==> src/rtl/rle_enc_pkg.sv <==
// Shared types and constants for the byte run-length encoder.
// Used by every module under rtl/; depends on nothing.
`default_nettype none

package rle_enc_pkg;

    localparam int BYTE_W     = 8;
    localparam int RUN_LEN_W  = 8;
    localparam int LEN_W      = 16;
    localparam int CFG_DATA_W = 32;
    localparam int CFG_ADDR_W = 3;

    // Word index of the budget register (byte address 4 * index).
    localparam logic [0:0] REG_OUTPUT_BUDGET = 1'b0;

    localparam logic [LEN_W-1:0] BUDGET_RESET = 16'd256;
    localparam logic [LEN_W-1:0] PAIR_BYTES   = 16'd2;

    // One accepted byte as seen by the back end: an optional closed run and an
    // optional final flush. An entry always carries at least one of the two.
    typedef struct packed {
        logic                 has_close;
        logic [BYTE_W-1:0]    close_value;
        logic [RUN_LEN_W-1:0] close_count;
        logic                 has_fin;
        logic [BYTE_W-1:0]    fin_value;
        logic [RUN_LEN_W-1:0] fin_count;
    } t_run_op;

    // Handshake between queue and back end.
    typedef struct packed {
        logic valid;
        logic pop;
    } t_q_ctl;

endpackage

`default_nettype wire

==> src/rtl/rle_enc_cfg.sv <==
// APB-style register slave holding the output budget register.
// Depends on rle_enc_pkg.
`default_nettype none

module rle_enc_cfg (
    input  wire logic                                i_clk,
    input  wire logic                                i_rst_n,
    input  wire logic                                psel,
    input  wire logic                                penable,
    input  wire logic                                pwrite,
    input  wire logic [rle_enc_pkg::CFG_ADDR_W-1:0]  paddr,
    input  wire logic [rle_enc_pkg::CFG_DATA_W-1:0]  pwdata,
    output logic      [rle_enc_pkg::CFG_DATA_W-1:0]  prdata,
    output logic                                     pready,
    output logic      [rle_enc_pkg::LEN_W-1:0]       o_budget
);

    logic [rle_enc_pkg::LEN_W-1:0] r_budget;
    logic                          sel_budget;

    assign sel_budget = (paddr[2] == rle_enc_pkg::REG_OUTPUT_BUDGET);
    assign pready     = 1'b1;
    assign o_budget   = r_budget;

    always_ff @(posedge i_clk) begin
        if (!i_rst_n) begin
            r_budget <= rle_enc_pkg::BUDGET_RESET;
        end else if (psel && penable && pwrite && sel_budget) begin
            r_budget <= pwdata[rle_enc_pkg::LEN_W-1:0];
        end
    end

    always_comb begin
        prdata = '0;
        if (sel_budget) begin
            prdata = rle_enc_pkg::CFG_DATA_W'(r_budget);
        end
    end

endmodule

`default_nettype wire

==> src/rtl/rle_enc_front.sv <==
// Front end: tracks the open run; queues each byte that closes a run or ends a message.
// Depends on rle_enc_pkg.
`default_nettype none

module rle_enc_front #(
    parameter int MAX_RUN = 255
) (
    input  wire logic                            i_clk,
    input  wire logic                            i_rst_n,
    input  wire logic                            i_in_valid,
    output logic                                 o_in_stall,
    input  wire logic [rle_enc_pkg::BYTE_W-1:0]  i_data_byte,
    input  wire logic                            i_final_byte,
    input  wire logic                            i_q_full,
    output logic                                 o_q_push,
    output rle_enc_pkg::t_run_op                 o_q_entry
);

    localparam int CNT_W = $clog2(MAX_RUN + 1);
    localparam logic [CNT_W-1:0] MAX_CNT = CNT_W'(MAX_RUN);
    localparam logic [CNT_W-1:0] ONE_CNT = CNT_W'(1);

    logic [rle_enc_pkg::BYTE_W-1:0] r_run_byte;
    logic [CNT_W-1:0]               r_run_count;
    logic [rle_enc_pkg::BYTE_W-1:0] n_run_byte;
    logic [CNT_W-1:0]               n_run_count;

    logic accept;
    logic run_open;
    logic close_run;
    logic start_run;

    assign o_in_stall = i_q_full;
    assign accept     = i_in_valid && !i_q_full;
    assign run_open   = (r_run_count != '0);
    assign close_run  = run_open && ((i_data_byte != r_run_byte) || (r_run_count >= MAX_CNT));
    assign start_run  = close_run || !run_open;

    always_comb begin
        n_run_byte  = start_run ? i_data_byte : r_run_byte;
        n_run_count = start_run ? ONE_CNT : (r_run_count + ONE_CNT);

        o_q_entry.has_close   = close_run;
        o_q_entry.close_value = r_run_byte;
        o_q_entry.close_count = rle_enc_pkg::RUN_LEN_W'(r_run_count);
        o_q_entry.has_fin     = i_final_byte;
        o_q_entry.fin_value   = n_run_byte;
        o_q_entry.fin_count   = rle_enc_pkg::RUN_LEN_W'(n_run_count);

        // Bytes that only extend the run need no back-end work.
        o_q_push = accept && (close_run || i_final_byte);
    end

    always_ff @(posedge i_clk) begin
        if (!i_rst_n) begin
            r_run_byte  <= '0;
            r_run_count <= '0;
        end else if (accept) begin
            if (i_final_byte) begin
                r_run_byte  <= '0;
                r_run_count <= '0;
            end else begin
                r_run_byte  <= n_run_byte;
                r_run_count <= n_run_count;
            end
        end
    end

endmodule

`default_nettype wire

==> src/rtl/rle_enc_queue.sv <==
// Short FIFO of run operations between front and back end.
// Depends on rle_enc_pkg.
`default_nettype none

module rle_enc_queue #(
    parameter int DEPTH = 4
) (
    input  wire logic                  i_clk,
    input  wire logic                  i_rst_n,
    input  wire logic                  i_push,
    input  wire rle_enc_pkg::t_run_op  i_entry,
    output logic                       o_full,
    input  wire logic                  i_pop,
    output logic                       o_valid,
    output rle_enc_pkg::t_run_op       o_entry
);

    localparam int PTR_W = (DEPTH > 1) ? $clog2(DEPTH) : 1;
    localparam int CNT_W = $clog2(DEPTH + 1);
    localparam logic [PTR_W-1:0] LAST_PTR  = PTR_W'(DEPTH - 1);
    localparam logic [CNT_W-1:0] DEPTH_CNT = CNT_W'(DEPTH);

    rle_enc_pkg::t_run_op r_mem [DEPTH];
    logic [PTR_W-1:0]     r_wr_ptr;
    logic [PTR_W-1:0]     r_rd_ptr;
    logic [CNT_W-1:0]     r_count;

    logic do_push;
    logic do_pop;

    assign o_full  = (r_count == DEPTH_CNT);
    assign o_valid = (r_count != '0);
    assign o_entry = r_mem[r_rd_ptr];
    assign do_push = i_push && !o_full;
    assign do_pop  = i_pop && o_valid;

    always_ff @(posedge i_clk) begin
        if (do_push) begin
            r_mem[r_wr_ptr] <= i_entry;
        end
    end

    always_ff @(posedge i_clk) begin
        if (!i_rst_n) begin
            r_wr_ptr <= '0;
            r_rd_ptr <= '0;
            r_count  <= '0;
        end else begin
            if (do_push) begin
                r_wr_ptr <= (r_wr_ptr == LAST_PTR) ? '0 : (r_wr_ptr + PTR_W'(1));
            end
            if (do_pop) begin
                r_rd_ptr <= (r_rd_ptr == LAST_PTR) ? '0 : (r_rd_ptr + PTR_W'(1));
            end
            case ({do_push, do_pop})
                2'b10:   r_count <= r_count + CNT_W'(1);
                2'b01:   r_count <= r_count - CNT_W'(1);
                default: r_count <= r_count;
            endcase
        end
    end

    a_count_bound: assert property (@(posedge i_clk) disable iff (!i_rst_n)
        r_count <= DEPTH_CNT)
        else $error("queue count beyond depth");

    a_no_push_full: assert property (@(posedge i_clk) disable iff (!i_rst_n)
        o_full |=> (r_count == DEPTH_CNT) || (r_count == DEPTH_CNT - CNT_W'(1)))
        else $error("queue overran while full");

    a_entry_nonempty: assert property (@(posedge i_clk) disable iff (!i_rst_n)
        o_valid |-> (o_entry.has_close || o_entry.has_fin))
        else $error("empty operation in queue");

endmodule

`default_nettype wire

==> src/rtl/rle_enc_back.sv <==
// Back end: budget accounting, overflow suppression and the output register.
// Depends on rle_enc_pkg.
`default_nettype none

module rle_enc_back (
    input  wire logic                               i_clk,
    input  wire logic                               i_rst_n,
    input  wire logic [rle_enc_pkg::LEN_W-1:0]      i_budget,
    input  wire rle_enc_pkg::t_run_op               i_q_entry,
    input  wire logic                               i_q_valid,
    output rle_enc_pkg::t_q_ctl                     o_q_ctl,
    input  wire logic                               i_out_stall,
    output logic                                    o_out_valid,
    output logic      [rle_enc_pkg::BYTE_W-1:0]     o_run_value,
    output logic      [rle_enc_pkg::RUN_LEN_W-1:0]  o_run_length,
    output logic      [rle_enc_pkg::LEN_W-1:0]      o_encoded_length,
    output logic                                    o_overflow,
    output logic                                    o_last
);

    localparam int LEN_W = rle_enc_pkg::LEN_W;

    logic [LEN_W-1:0] r_used;
    logic             r_ovf;
    logic             r_phase;   // 1: close half of the entry is done
    logic [LEN_W-1:0] n_used;
    logic             n_ovf;
    logic             n_phase;

    logic                                r_out_valid;
    logic [rle_enc_pkg::BYTE_W-1:0]      r_out_value;
    logic [rle_enc_pkg::RUN_LEN_W-1:0]   r_out_len;
    logic [LEN_W-1:0]                    r_out_enc;
    logic                                r_out_ovf;
    logic                                r_out_last;

    logic                                emit;
    logic [rle_enc_pkg::BYTE_W-1:0]      emit_value;
    logic [rle_enc_pkg::RUN_LEN_W-1:0]   emit_len;
    logic [LEN_W-1:0]                    emit_enc;
    logic                                emit_ovf;

    logic                                out_free;
    logic                                step;
    logic                                op_close;
    logic                                op_last;
    logic [rle_enc_pkg::BYTE_W-1:0]      op_value;
    logic [rle_enc_pkg::RUN_LEN_W-1:0]   op_count;
    logic                                fits;
    logic [LEN_W-1:0]                    sum_used;
    logic                                pop;

    assign out_free = !r_out_valid || !i_out_stall;
    assign step     = i_q_valid && out_free;
    assign op_close = !r_phase && i_q_entry.has_close;
    assign op_last  = !op_close;
    assign op_value = op_close ? i_q_entry.close_value : i_q_entry.fin_value;
    assign op_count = op_close ? i_q_entry.close_count : i_q_entry.fin_count;
    assign fits     = ({1'b0, r_used} + {1'b0, rle_enc_pkg::PAIR_BYTES}) <= {1'b0, i_budget};
    assign sum_used = r_used + rle_enc_pkg::PAIR_BYTES;

    always_comb begin
        n_used     = r_used;
        n_ovf      = r_ovf;
        n_phase    = r_phase;
        emit       = 1'b0;
        emit_value = op_value;
        emit_len   = op_count;
        emit_enc   = sum_used;
        emit_ovf   = 1'b0;
        pop        = 1'b0;
        if (step) begin
            if (!r_ovf && fits) begin
                n_used = sum_used;
                emit   = 1'b1;
            end else begin
                // Pair dropped; the message ends in one overflow item.
                n_ovf = 1'b1;
                if (op_last) begin
                    emit       = 1'b1;
                    emit_value = '0;
                    emit_len   = '0;
                    emit_enc   = r_used;
                    emit_ovf   = 1'b1;
                end
            end
            if (op_last) begin
                n_used  = '0;
                n_ovf   = 1'b0;
                n_phase = 1'b0;
                pop     = 1'b1;
            end else if (i_q_entry.has_fin) begin
                n_phase = 1'b1;
            end else begin
                pop = 1'b1;
            end
        end
    end

    always_ff @(posedge i_clk) begin
        if (!i_rst_n) begin
            r_used      <= '0;
            r_ovf       <= 1'b0;
            r_phase     <= 1'b0;
            r_out_valid <= 1'b0;
        end else begin
            r_used  <= n_used;
            r_ovf   <= n_ovf;
            r_phase <= n_phase;
            if (emit) begin
                r_out_valid <= 1'b1;
            end else if (!i_out_stall) begin
                r_out_valid <= 1'b0;
            end
        end
    end

    always_ff @(posedge i_clk) begin
        if (emit) begin
            r_out_value <= emit_value;
            r_out_len   <= emit_len;
            r_out_enc   <= emit_enc;
            r_out_ovf   <= emit_ovf;
            r_out_last  <= op_last;
        end
    end

    assign o_q_ctl.valid    = i_q_valid;
    assign o_q_ctl.pop      = pop;
    assign o_out_valid      = r_out_valid;
    assign o_run_value      = r_out_value;
    assign o_run_length     = r_out_len;
    assign o_encoded_length = r_out_enc;
    assign o_overflow       = r_out_ovf;
    assign o_last           = r_out_last;

    a_pair_len: assert property (@(posedge i_clk) disable iff (!i_rst_n)
        (r_out_valid && !r_out_ovf) |-> (r_out_len != '0))
        else $error("pair item with zero run length");

    a_ovf_last: assert property (@(posedge i_clk) disable iff (!i_rst_n)
        (r_out_valid && r_out_ovf) |-> (r_out_last && r_out_len == '0))
        else $error("overflow item not final");

    a_pair_budget: assert property (@(posedge i_clk) disable iff (!i_rst_n)
        (r_out_valid && !r_out_ovf) |-> (r_out_enc <= i_budget))
        else $error("pair item beyond budget");

    a_used_even: assert property (@(posedge i_clk) disable iff (!i_rst_n)
        r_used[0] == 1'b0)
        else $error("odd byte count");

endmodule

`default_nettype wire

==> src/rtl/rle_byte_run_encoder_unit.sv <==
// Top level of the byte run-length encoder: front end, op queue, back end,
// register slave. Depends on rle_enc_pkg and the rle_enc_* modules.
//
//   channel  | direction | handshake               | payload
//   in       | input     | i_in_valid / o_in_stall | i_data_byte, i_final_byte
//   out      | output    | o_out_valid/i_out_stall | o_run_value, o_run_length,
//            |           |                         | o_encoded_length, o_overflow, o_last
//   cfg      | input     | psel/penable/pready     | paddr, pwdata, prdata
//
// One byte is accepted per clock while the op queue has room. The back end
// handles one closed run or final flush at a time, so a byte that both closes
// a run and ends the message needs two back-end steps; the queue absorbs it.
// An input byte's first item passes through the op queue and the output register.
// Reset is synchronous: run state, queue, byte count cleared; budget to 256.
// A stalled output holds its item; the front end keeps filling the queue and
// stalls the input once it is full.
`default_nettype none

module rle_byte_run_encoder_unit #(
    parameter int MAX_RUN     = 255,
    parameter int QUEUE_DEPTH = 4
) (
    input  wire logic                                   i_clk,
    input  wire logic                                   i_rst_n,
    input  wire logic                                   i_in_valid,
    output logic                                        o_in_stall,
    input  wire logic [rle_enc_pkg::BYTE_W-1:0]         i_data_byte,
    input  wire logic                                   i_final_byte,
    output logic                                        o_out_valid,
    input  wire logic                                   i_out_stall,
    output logic      [rle_enc_pkg::BYTE_W-1:0]         o_run_value,
    output logic      [rle_enc_pkg::RUN_LEN_W-1:0]      o_run_length,
    output logic      [rle_enc_pkg::LEN_W-1:0]          o_encoded_length,
    output logic                                        o_overflow,
    output logic                                        o_last,
    input  wire logic                                   psel,
    input  wire logic                                   penable,
    input  wire logic                                   pwrite,
    input  wire logic [rle_enc_pkg::CFG_ADDR_W-1:0]     paddr,
    input  wire logic [rle_enc_pkg::CFG_DATA_W-1:0]     pwdata,
    output logic      [rle_enc_pkg::CFG_DATA_W-1:0]     prdata,
    output logic                                        pready
);

    logic [rle_enc_pkg::LEN_W-1:0] budget;
    logic                          q_full;
    logic                          q_push;
    logic                          q_valid;
    rle_enc_pkg::t_run_op          push_entry;
    rle_enc_pkg::t_run_op          head_entry;
    rle_enc_pkg::t_q_ctl           q_ctl;

    rle_enc_cfg u_cfg (
        .i_clk    (i_clk),
        .i_rst_n  (i_rst_n),
        .psel     (psel),
        .penable  (penable),
        .pwrite   (pwrite),
        .paddr    (paddr),
        .pwdata   (pwdata),
        .prdata   (prdata),
        .pready   (pready),
        .o_budget (budget)
    );

    rle_enc_front #(
        .MAX_RUN (MAX_RUN)
    ) u_front (
        .i_clk        (i_clk),
        .i_rst_n      (i_rst_n),
        .i_in_valid   (i_in_valid),
        .o_in_stall   (o_in_stall),
        .i_data_byte  (i_data_byte),
        .i_final_byte (i_final_byte),
        .i_q_full     (q_full),
        .o_q_push     (q_push),
        .o_q_entry    (push_entry)
    );

    rle_enc_queue #(
        .DEPTH (QUEUE_DEPTH)
    ) u_queue (
        .i_clk   (i_clk),
        .i_rst_n (i_rst_n),
        .i_push  (q_push),
        .i_entry (push_entry),
        .o_full  (q_full),
        .i_pop   (q_ctl.pop),
        .o_valid (q_valid),
        .o_entry (head_entry)
    );

    rle_enc_back u_back (
        .i_clk            (i_clk),
        .i_rst_n          (i_rst_n),
        .i_budget         (budget),
        .i_q_entry        (head_entry),
        .i_q_valid        (q_valid),
        .o_q_ctl          (q_ctl),
        .i_out_stall      (i_out_stall),
        .o_out_valid      (o_out_valid),
        .o_run_value      (o_run_value),
        .o_run_length     (o_run_length),
        .o_encoded_length (o_encoded_length),
        .o_overflow       (o_overflow),
        .o_last           (o_last)
    );

    a_pop_has_head: assert property (@(posedge i_clk) disable iff (!i_rst_n)
        q_ctl.pop |-> q_ctl.valid)
        else $error("pop from empty queue");

    a_stall_when_full: assert property (@(posedge i_clk) disable iff (!i_rst_n)
        q_full |-> o_in_stall)
        else $error("input taken while queue full");

    a_no_push_unaccepted: assert property (@(posedge i_clk) disable iff (!i_rst_n)
        q_push |-> (i_in_valid && !o_in_stall))
        else $error("queue push without accepted item");

endmodule

`default_nettype wire

==> config.mk <==
export PLATFORM = sky130hd
export DESIGN_NAME = rle_byte_run_encoder_unit
export DESIGN_NICKNAME = d
export VERILOG_FILES = /design/src/rtl/rle_enc_pkg.sv /design/src/rtl/rle_enc_cfg.sv /design/src/rtl/rle_enc_front.sv /design/src/rtl/rle_enc_queue.sv /design/src/rtl/rle_enc_back.sv /design/src/rtl/rle_byte_run_encoder_unit.sv
export SDC_FILE = /design/constraint.sdc
export NUM_CORES = 1
export LEC_CHECK = 0
export BUFFER_PORTS_ARGS = -buffer_cell sky130_fd_sc_hd__buf_2
export CAP_MARGIN = 10
export CORE_MARGIN = 2
export CORE_UTILIZATION = 40
export CTS_CLUSTER_DIAMETER = 60
export CTS_CLUSTER_SIZE = 12
export DETAILED_ROUTE_END_ITERATION = 8
export GPL_TIMING_DRIVEN = 0
export PLACE_DENSITY = 0.56
export SYNTH_ARGS = -nofsm -noshare
export SYNTH_HDL_FRONTEND = slang
export SYNTH_HIERARCHICAL = 1
export SYNTH_SLANG_ARGS = --single-unit
==> constraint.sdc <==
create_clock -name i_clk -period 4.15 [get_ports i_clk]
set_clock_uncertainty 0.05 [all_clocks]
set_input_delay 0.83 -clock i_clk [delete_from_list [all_inputs] [get_ports i_clk]]
set_output_delay 0.83 -clock i_clk [all_outputs]
set_load 0.1 [all_outputs]
# Word-level counts from Yosys, hierarchy flattened
# Memories as Yosys holds them, arrays and structs flattened. A register that Yosys moved wholly into a read port is not among the register bits.
# Index checks and enable logic that the tools add are counted.
# op_classes
addsub	7
order_cmp	2
n_eq_ne	10
muxes	37
bitwise_logic	2
n_reduce_logical	29
# ops
op	n
$mux 16	6
$mux 8	12
$add 16x2->17 const B	1
$le 17x16->1	1
$add 16x2->16 const B	1
$mux 1	14
$logic_and 1x1->1	11
$add 8x1->8 const B	1
$ge 8x8->1 const B	1
$mux 2	4
$ne 8x8->1	1
$reduce_bool 8->1	1
$logic_not 1->1	7
$eq 2x2->1 const B	3
$ne 2x2->1 const B	3
$pmux 3 s2	1
$reduce_and 2->1	3
$add 2x1->2 const B	2
$logic_or 1x1->1	4
$add 3x1->3 const B	1
$eq 3x3->1 const B	1
$reduce_bool 3->1	1
$sub 3x1->3 const B	1
$eq 2x1->1 const B	1
other kinds (4)	5
# word_totals
regBits	92
mem_bits_rw	136
in_bits	51
output_inout_bits	69
elab_cells	103
mem_count	1
# mem_list
name	words	word_bits	read_ports	rd_clocked_by_memory_dff	write_ports	line	rtl
u_queue.r_mem	4	34	1	1	1	rle_enc_queue.sv:23	rle_enc_pkg::t_run_op r_mem [DEPTH];

# Logic depth before layout (Yosys ltp)
# Gate-level depths: netlist of run 1.
# depth
ltp_word	8
depth_mapped	16

# By module
# The synthesis of run 1 kept the hierarchy.
# modules_own_cells
module	instances	cells_per_inst	area_per_inst_um2
rle_enc_queue	1	234	5450.2
rle_enc_back	1	293	2926.6
rle_enc_front	1	131	1073.5
rle_enc_cfg	1	106	912.1

# Worst setup path after synthesis of run 1
# Ideal clock, no wire load.
# synth_path
kind	reg2reg
from	reg u_back.r_used[1]
to	reg u_back.r_out_enc[10] (netlist: u_back/o_encoded_length[10]), enable pin
setup_ps	389
arrival_ps	3264
path_slack_ps	447
stages_incl_launch_ff	14
period_less_slack_ps	3703
cell_sequence	dfxtp_1 > ha_1 > nand3_1 > nor3_1 > nand3_1 > xnor2_1 > ha_1 > nand3_1 > nor4_2 > and3_1 > a31oi_2 > nor2_1 > o21ai_0 > inv_1
# synth_via
elab_chain_len	5
# synth_lines
item	line	rtl
from (decl)	rle_enc_back.sv:23	logic [LEN_W-1:0] r_used;
from (signal assigned)	rle_enc_back.sv:107	r_used <= n_used;
$add 16x2->17	rle_enc_back.sv:59	assign fits = ({1'b0, r_used} + {1'b0, rle_enc_pkg::PAIR_BYTES}) <= {1'b0, i_budget};
$le 17x16->1	rle_enc_back.sv:59	
$logic_and 1x1->1	rle_enc_back.sv:73	if (!r_ovf && fits) begin
$mux 1	rle_enc_back.sv:73	
$mux 1	rle_enc_back.sv:72	if (step) begin
named net u_back.emit	rle_enc_back.sv:37	logic emit;
to (signal assigned)	rle_enc_back.sv:122	r_out_enc <= emit_enc;
to (decl)	rle_enc_back.sv:33	logic [LEN_W-1:0] r_out_enc;
# The timed path passes the listed nets, and every way through them passes these cells.
# A chain may end at the register's enable or synchronous reset.

==> impl_metrics.py, run 1 <==
metrics = {
    "status": {
        "status": "finished, final reports clean",
    },
    "timing": {
        "layout_setup_ws_ns": 0.233,
        "fin_crit_sh": 0.944,
        "relSlewSlack": 0.362,
        "hold_violations": 0,
        "tightest_slew_ns": 0.957,
        "fmax_mhz": 255,
        "rsz0062_at_grt": "no",
        "drv_slew": 0,
        "fin_crit_ns": 3.92,
        "setup_viol": 0,
    },
    "placement": {
        "place_congestion": 0.781,
        "place_area_sq_um": 11400,
        "pre_cts_ws_ns": -0.223,
        "port-buffer-count": 83,
        "hpwlAfterDp_um": 15200,
    },
    "clocking": {
        "clkTransAtPathRegs_ns": 0.06,
        "clock-sinks": 228,
        "ctsLongestPathBuffers": 3,
        "clkLatencyLatePin_ns": 0.54,
        "cts_buffers": 25,
        "htreeDepth": 1,
        "cts_tree": "yes",
        "root_buffer": "clkbuf_16",
        "ctsHoldBuffers": 0,
    },
    "setup_path": {
        "critPathCaptureType": "flip-flop",
        "crit_buf_inv": 6,
        "crit_fanout": 10,
        "critPathLaunchType": "flip-flop",
        "critical_path.top_delay_family": "buffers and inverters",
        "worstPathCellList": "clkbuf_1 -> buf_4 -> mux4_2 -> nand2b_1 -> clkinv_2 -> a21oi_1 -> buf_4 -> o31ai_1 -> inv_1 -> ha_1 -> inv_1 -> fa_1 -> xor2_1 -> or3_1 -> a21boi_0",
        "critPathMaxStageDelay_ns": 0.38,
        "slowest_stage": "clkbuf_1",
        "critical_path_class": "flip-flop to flip-flop",
        "critPathArrivalTime_ns": 4.32,
        "cp.required_ns": 4.56,
    },
    "floorplanning": {
        "dieHeight_um": 165,
        "ios": 120,
        "die_width_um": 165,
        "rows": 58,
        "start_util": 0.409,
        "dieArea_sq_um": 27200,
        "core_area_sq_um": 25300,
    },
    "power": {
        "pwr-share-comb": 0.329,
        "ir_worst_vdd_uv": 577,
        "switching_share": 0.390,
        "leakage_nw": 4.55,
        "powerDensity_nw_per_um2": 608,
        "p_switching_mw": 2.89,
        "intPower_mw": 4.52,
        "power_mw": 7.41,
        "p_seq_frac": 0.385,
        "p_clk_frac": 0.285,
    },
    "finish": {
        "postLayoutCoreUtil": 0.481,
        "drive_above_1_share": 0.244,
        "antennaDiodeCount": 0,
        "nNetsFinal": 973,
        "areaGrowthSynthToFinish_pct": 17.7,
        "fin_area_sq_um": 12200,
    },
    "yosys": {
        "yosys_warnings": 6,
        "avgSynthCellArea_sq_um": 13.6,
        "synth.cell_area_sq_um": 10400,
        "syn_inst": 763,
    },
    "run": {
        "drv_cap": 0,
    },
    "global_routing": {
        "track_usage": 0.170,
        "grt_pass1_wl_um": 35300,
        "grt_overflow": 0,
        "grt_pass1_vias": 6286,
        "grt_max_degree": 25,
        "grt_antenna_before_repair": 0,
    },
    "detailed_routing": {
        "dr.pass1.iters": 5,
        "ant_nets": 0,
        "via_per_inst": 5.08,
        "vias": 6320,
        "drc": 0,
        "drt_first_iter_violations": 407,
        "routedWlPerCell_um": 18.2,
        "totalWireLength_um": 22600,
    },
    "hold_path": {
        "holdCritPathClass": "flip-flop to flip-flop",
    },
}
-- power by group through the flow --
stage / combinational [mW] / clock [mW] / sequential (mW)
floorplan: 0.800 / 0 / 4.03
global placement: 2.38 / 0 / 2.92
detailed placement: 2.44 / 0 / 2.91
CTS: 2.45 / 2.17 / 2.86
global route: 2.57 / 2.25 / 2.88
finish: 2.44 / 2.12 / 2.85
-- path summary, 6_finish.rpt --
check                                                     from                         endpoint  slack [ns]  cells after the start
worst max-delay path                                 flip-flop  u_queue/r_count[2]$_SDFFE_PN0P_        0.23                     15
worst min-delay path            u_cfg/o_budget[3]$_SDFFE_PN0P_   u_cfg/o_budget[3]$_SDFFE_PN0P_        0.42                      2
worst max register to register                       flip-flop  u_queue/r_count[2]$_SDFFE_PN0P_        0.23                     15
worst min register to register  u_cfg/o_budget[3]$_SDFFE_PN0P_   u_cfg/o_budget[3]$_SDFFE_PN0P_        0.42                      2
-- sequential cells by signal, indices dropped and copies added (netlist names), 2 cells and up, named ones only --
register / count
u_queue/r_rd_ptr: 2
u_cfg/o_budget: 16
u_queue/r_mem: 136
u_queue/r_wr_ptr: 2
u_back/o_encoded_length: 15
u_front/r_run_count: 8
u_back/r_used: 15
u_front/r_run_byte: 8
u_queue/r_count: 3
u_back/o_run_length: 8
u_back/o_run_value: 8
-- routing by layer --
metal	part of all wire	track usage	vias to the layer above
li1	-	-	3049
met1	0.45	0.232	3113
met2	0.48	0.290	135
met3	0.049	0.0259	23
met4	0.018	0.0360	0
met5	0	0	-
-- repair_timing --
action,CTS,global route
buffers inserted,0,4
pin swaps,0,1
gates resized for setup,3,6
endpoints found under the setup margin,11,67
-- per-stage QoR --
| step | hold slack, ns | std cells | TNS, ns |
|---|---|---|---|
| 5_1_grt | 0.432 | 1244 | 0 |
| 3_5_place_dp | 0.413 | 1196 | -0.301 |
| 4_1_cts | 0.425 | 1241 | 0 |
| 3_3_place_gp | 0.411 | 1191 | -36.39 |
| 6_report | 0.423 | 1244 | 0 |
| 2_1_floorplan | 0.393 | 778 | 0 |
-- tightest hold or removal path, cell delays in order (launching register included) --
cell	delay, ns
dfxtp_1	0.32
nand2_1	0.05
mux2i_1	0.05
-- cells in the final DEF (no fill, tap or decap), types with 5 or more instances in the layout --
| cell type | n |
|---|---|
| edfxtp_1 | 169 |
| buf_2 | 87 |
| nand2_1 | 76 |
| dfxtp_1 | 59 |
| clkbuf_1 | 44 |
| mux4_2 | 30 |
| inv_1 | 29 |
| buf_4 | 27 |
| a21oi_1 | 26 |
| clkbuf_16 | 25 |
| ha_1 | 25 |
| nor2b_1 | 24 |
| xnor2_1 | 23 |
| mux2i_1 | 21 |
| conb_1 | 18 |
| nand3_1 | 17 |
| nor2_1 | 17 |
| a22o_1 | 16 |
| o21ai_0 | 11 |
| nor3b_1 | 10 |
| and3_1 | 10 |
| xor2_1 | 10 |
| and2_1 | 8 |
| buf_12 | 8 |
| or3_1 | 7 |
| nand4_1 | 6 |
| a21o_1 | 6 |
| nor3_1 | 6 |
| and2b_2 | 6 |
| buf_6 | 5 |
| o211ai_1 | 5 |
| a21boi_0 | 5 |
-- layout make-up --
| class | count | area [sq um] |
|---|---|---|
| Inverter | 31 | 118 |
| Tap cell | 330 | 413 |
| Clock buffer | 39 | 688 |
| Timing Repair Buffer | 92 | 553 |
| Buffer | 68 | 453 |
| Multi-Input combinational cell | 450 | 3620 |
| Clock inverter | 6 | 85.1 |
| Fill cell | 2276 | 13100 |
| Sequential cell | 228 | 6260 |
(Power assumes the default switching activity.)
==> run 2, diff against run 1 <==
--- a/config.mk
+++ b/config.mk
@@ -6,4 +6,5 @@
 export NUM_CORES = 1
 export LEC_CHECK = 0
+export ABC_AREA = 1
 export BUFFER_PORTS_ARGS = -buffer_cell sky130_fd_sc_hd__buf_2
 export CAP_MARGIN = 10
@@ -17,4 +18,3 @@
 export SYNTH_ARGS = -nofsm -noshare
 export SYNTH_HDL_FRONTEND = slang
-export SYNTH_HIERARCHICAL = 1
 export SYNTH_SLANG_ARGS = --single-unit
==> constraint.sdc (replaced) <==
create_clock -name i_clk -period 4.15 [get_ports i_clk]
set_clock_uncertainty 0.05 [all_clocks]
set_input_delay 0 -clock i_clk [delete_from_list [all_inputs] [get_ports i_clk]]
set_output_delay 0 -clock i_clk [all_outputs]
set_load 0.1 [all_outputs]
==> impl_metrics.py, run 2 <==
metrics = {
    "global_routing": {
        "grt_pass1_vias": 7169,
        "grt_antenna_before_repair": 1,
        "grt_overflow": 0,
        "grt_max_degree": 34,
        "grt_pass1_wl_um": 39100,
        "track_usage": 0.189,
    },
    "clocking": {
        "clkLatencyLatePin_ns": 0.52,
        "htreeDepth": 1,
        "cts_buffers": 24,
        "clock-sinks": 228,
        "cts_tree": "yes",
        "root_buffer": "clkbuf_16",
        "clkTransAtPathRegs_ns": 0.06,
        "ctsLongestPathBuffers": 3,
    },
    "setup_path": {
        "slowest_stage": "dlygate4sd3_1",
        "critPathLaunchType": "flip-flop",
        "worstPathCellList": "ha_1 -> nand2_1 -> inv_1 -> nand3_1 -> nor2_2 -> nand2_1 -> nor2_2 -> xor2_1 -> inv_1 -> ha_1 -> nand2_1 -> inv_1 -> nand2_1 -> a21oi_1 -> nor2_1 -> nand2_1 -> nand2_2 -> nand2_4 -> nand2_4 -> nand2_4 -> buf_12 -> a21oi_2 -> dlygate4sd3_1",
        "critPathArrivalTime_ns": 4.07,
        "cp.depth": 23,
        "critical_path_class": "flip-flop to flip-flop",
        "rr_startpoint": "u_back.r_used[2]$_SDFFE_PN0P_",
        "crit_fanout": 10,
        "path_common_cell": "nand2_1",
        "cp-startpoint": "u_back.r_used[2]$_SDFFE_PN0P_",
        "critical_path.top_delay_family": "simple AND/OR/NAND/NOR gates",
        "r2r_slack_ns": 0.43,
        "crit_buf_inv": 5,
        "critPathCaptureType": "flip-flop",
        "timing.critical_path.to": "u_back.o_out_valid$_SDFFE_PN0P_",
        "timing.rr.end": "u_back.o_out_valid$_SDFFE_PN0P_",
        "critPathMaxStageDelay_ns": 0.56,
        "cp.required_ns": 4.50,
        "rr_worst_depth": 23,
    },
    "timing": {
        "relSlewSlack": 0.467,
        "setup_viol": 0,
        "drv_slew": 0,
        "rsz0062_at_grt": "no",
        "hold_violations": 0,
        "tightest_slew_ns": 0.800,
        "layout_setup_ws_ns": 0.434,
        "fmax_mhz": 269,
        "fin_crit_ns": 3.72,
        "fin_crit_sh": 0.895,
    },
    "yosys": {
        "muxShareOfSynthArea": 0,
        "synth_xor_area_frac": 0.0127,
        "yosys_warnings": 0,
        "synth_area_leaders": "edfxtp_1 (49%), dfxtp_1 (11%), nand2_1 (7.9%)",
        "yosysTopAreaCell": "edfxtp_1",
        "avgSynthCellArea_sq_um": 9.77,
        "synth_adder_area_share": 0.0322,
        "ys.flop_type": "edfxtp_1",
        "synth_cell_types": 40,
        "synth.cell_area_sq_um": 10300,
        "synth_most_common_cell": "nand2_1",
        "synth-seq-cells": 228,
        "yosys.area_share.simple": 0.161,
        "synth-edff-count": 169,
        "yosys.area.top_type_share": 0.491,
        "synth-compound-area-share": 0.104,
        "syn_inst": 1059,
        "synth-seq-area-share": 0.605,
        "synth_top_family_by_area": "simple AND/OR/NAND/NOR gates",
        "synthArstFlopShare": 0,
        "yosys-top-cells-count": "nand2_1 (218), edfxtp_1 (169), inv_1 (125)",
    },
    "power": {
        "p_seq_frac": 0.356,
        "intPower_mw": 4.61,
        "ir_worst_vdd_uv": 554,
        "switching_share": 0.443,
        "powerDensity_nw_per_um2": 659,
        "power_mw": 8.27,
        "leakage_nw": 5.15,
        "p_clk_frac": 0.241,
        "p_switching_mw": 3.66,
        "pwr-share-comb": 0.403,
    },
    "floorplanning": {
        "dieHeight_um": 165,
        "dieArea_sq_um": 27200,
        "ios": 120,
        "start_util": 0.410,
        "die_width_um": 165,
        "core_area_sq_um": 25300,
        "rows": 58,
    },
    "finish": {
        "seqCellArea_sq_um": 6260,
        "max_flop_register": "u_queue.r_mem",
        "final-instance-count-excl-fill": 1580,
        "fill_cells": 2349,
        "multi_input_area_sq_um": 3320,
        "nNetsFinal": 1309,
        "layout_commonest_cell": "nand2_1",
        "layout_common_cells": "nand2_1 (218), edfxtp_1 (169), inv_1 (124)",
        "largest_reg_flops": 136,
        "drive_above_1_share": 0.154,
        "areaGrowthSynthToFinish_pct": 21.3,
    },
    "detailed_routing": {
        "wl_met2_um": 12100,
        "wl_met3_um": 1530,
        "drc": 0,
        "totalWireLength_um": 25800,
        "via_per_inst": 4.83,
        "ant_nets": 0,
        "wl_met1_um": 11700,
        "vias": 7639,
        "routedWlPerCell_um": 16.3,
        "drt_first_iter_violations": 583,
        "routed.top_layer": "met4",
        "dr.pass1.iters": 5,
    },
    "placement": {
        "dp.cells": 1491,
        "place_congestion": 0.818,
        "port-buffer-count": 82,
        "pre_cts_ws_ns": -0.110,
        "hpwlAfterDp_um": 17500,
    },
    "run": {
        "drv_cap": 0,
    },
    "status": {
        "status": "finished, final reports clean",
    },
    "hold_path": {
        "holdCritPathClass": "primary input to flip-flop",
    },
}
-- run 2: worst register-to-register path, cell delays in order (launching register included) --
cell and delay (ns):
dfxtp_1 0.38, ha_1 0.18, nand2_1 0.08, inv_1 0.09
nand3_1 0.10, nor2_2 0.19, nand2_1 0.13, nor2_2 0.18
xor2_1 0.16, inv_1 0.10, ha_1 0.29, nand2_1 0.08
inv_1 0.06, nand2_1 0.05, a21oi_1 0.16, nor2_1 0.07
nand2_1 0.08, nand2_2 0.07, nand2_4 0.09, nand2_4 0.09
nand2_4 0.13, buf_12 0.16, a21oi_2 0.06, dlygate4sd3_1 0.56
-- run 2: repair_timing --
action | 4_1_cts | 5_1_grt
endpoints found under the setup margin | 33 | 34
hold buffers | 45 | 0
buffers inserted | 0 | 0
hold endpoints to repair | 83 | 0
resized for setup | 1 | 4
-- run 2: stage by stage --
stage / cell area (sq um) / utilization / TNS (ns) / hold WS [ns]
detailed placement: 11400 / 0.450 / -3.52 / 0.181
global route: 12500 / 0.497 / 0 / 0.282
CTS: 12500 / 0.496 / 0 / 0.200
floorplan: 10400 / - / 0 / 0.0489
finish: 12500 / 0.497 / 0 / 0.239
global placement: 11200 / 0.445 / -135.61 / 0.184
-- run 2: power groups by stage --
stage	Sequential, mW	Clock, mW	Combinational [mW]
global route	2.97	2.12	3.57
global placement	3.01	0	3.25
finish	2.95	2.00	3.33
detailed placement	3.00	0	3.30
CTS	2.95	2.04	3.35
floorplan	4.26	0	1.26
-- run 2: cells by family (layout without fill, tap and decap cells) --
logic type,after synthesis,after routing
AO/OA/AOI/OAI,209,209
XOR/XNOR,15,15
adder cells (fa/ha/maj),26,26
buffers and inverters,202,376
flip-flops,228,228
other,2,19
AND/OR/NAND/NOR,377,377
-- run 2: worst min-delay path by stage --
stage	start	endpoint	slack (ns)	cells past startpoint
CTS	penable	u_cfg.o_budget[9]$_SDFFE_PN0P_	0.20	5
global placement	pwdata[8]	u_cfg.o_budget[8]$_SDFFE_PN1P_	0.18	3
finish	pwrite	u_cfg.o_budget[6]$_SDFFE_PN0P_	0.24	5
detailed placement	pwdata[8]	u_cfg.o_budget[8]$_SDFFE_PN1P_	0.18	3
floorplan	i_final_byte	u_queue.r_mem[0][16]$_DFFE_PP_	0.05	0
global route	i_data_byte[6]	u_front.r_run_byte[6]$_SDFFE_PN0P_	0.28	4
-- run 2: cell type report --
class,instances,share of cell area
Clock buffer,39,0.0548
Clock inverter,4,0.00239
Timing Repair Buffer,131,0.0768
Inverter,131,0.0396
Sequential cell,228,0.499
Multi-Input combinational cell,645,0.265
Tap cell,330,0.0329
Antenna cell,1,0.000199
Buffer,71,0.0302
-- run 2: routing by layer --
metal	track usage	up-vias
met5	0	-
met4	0.0482	0
met3	0.0299	29
met2	0.321	193
met1	0.254	3566
li1	-	3851
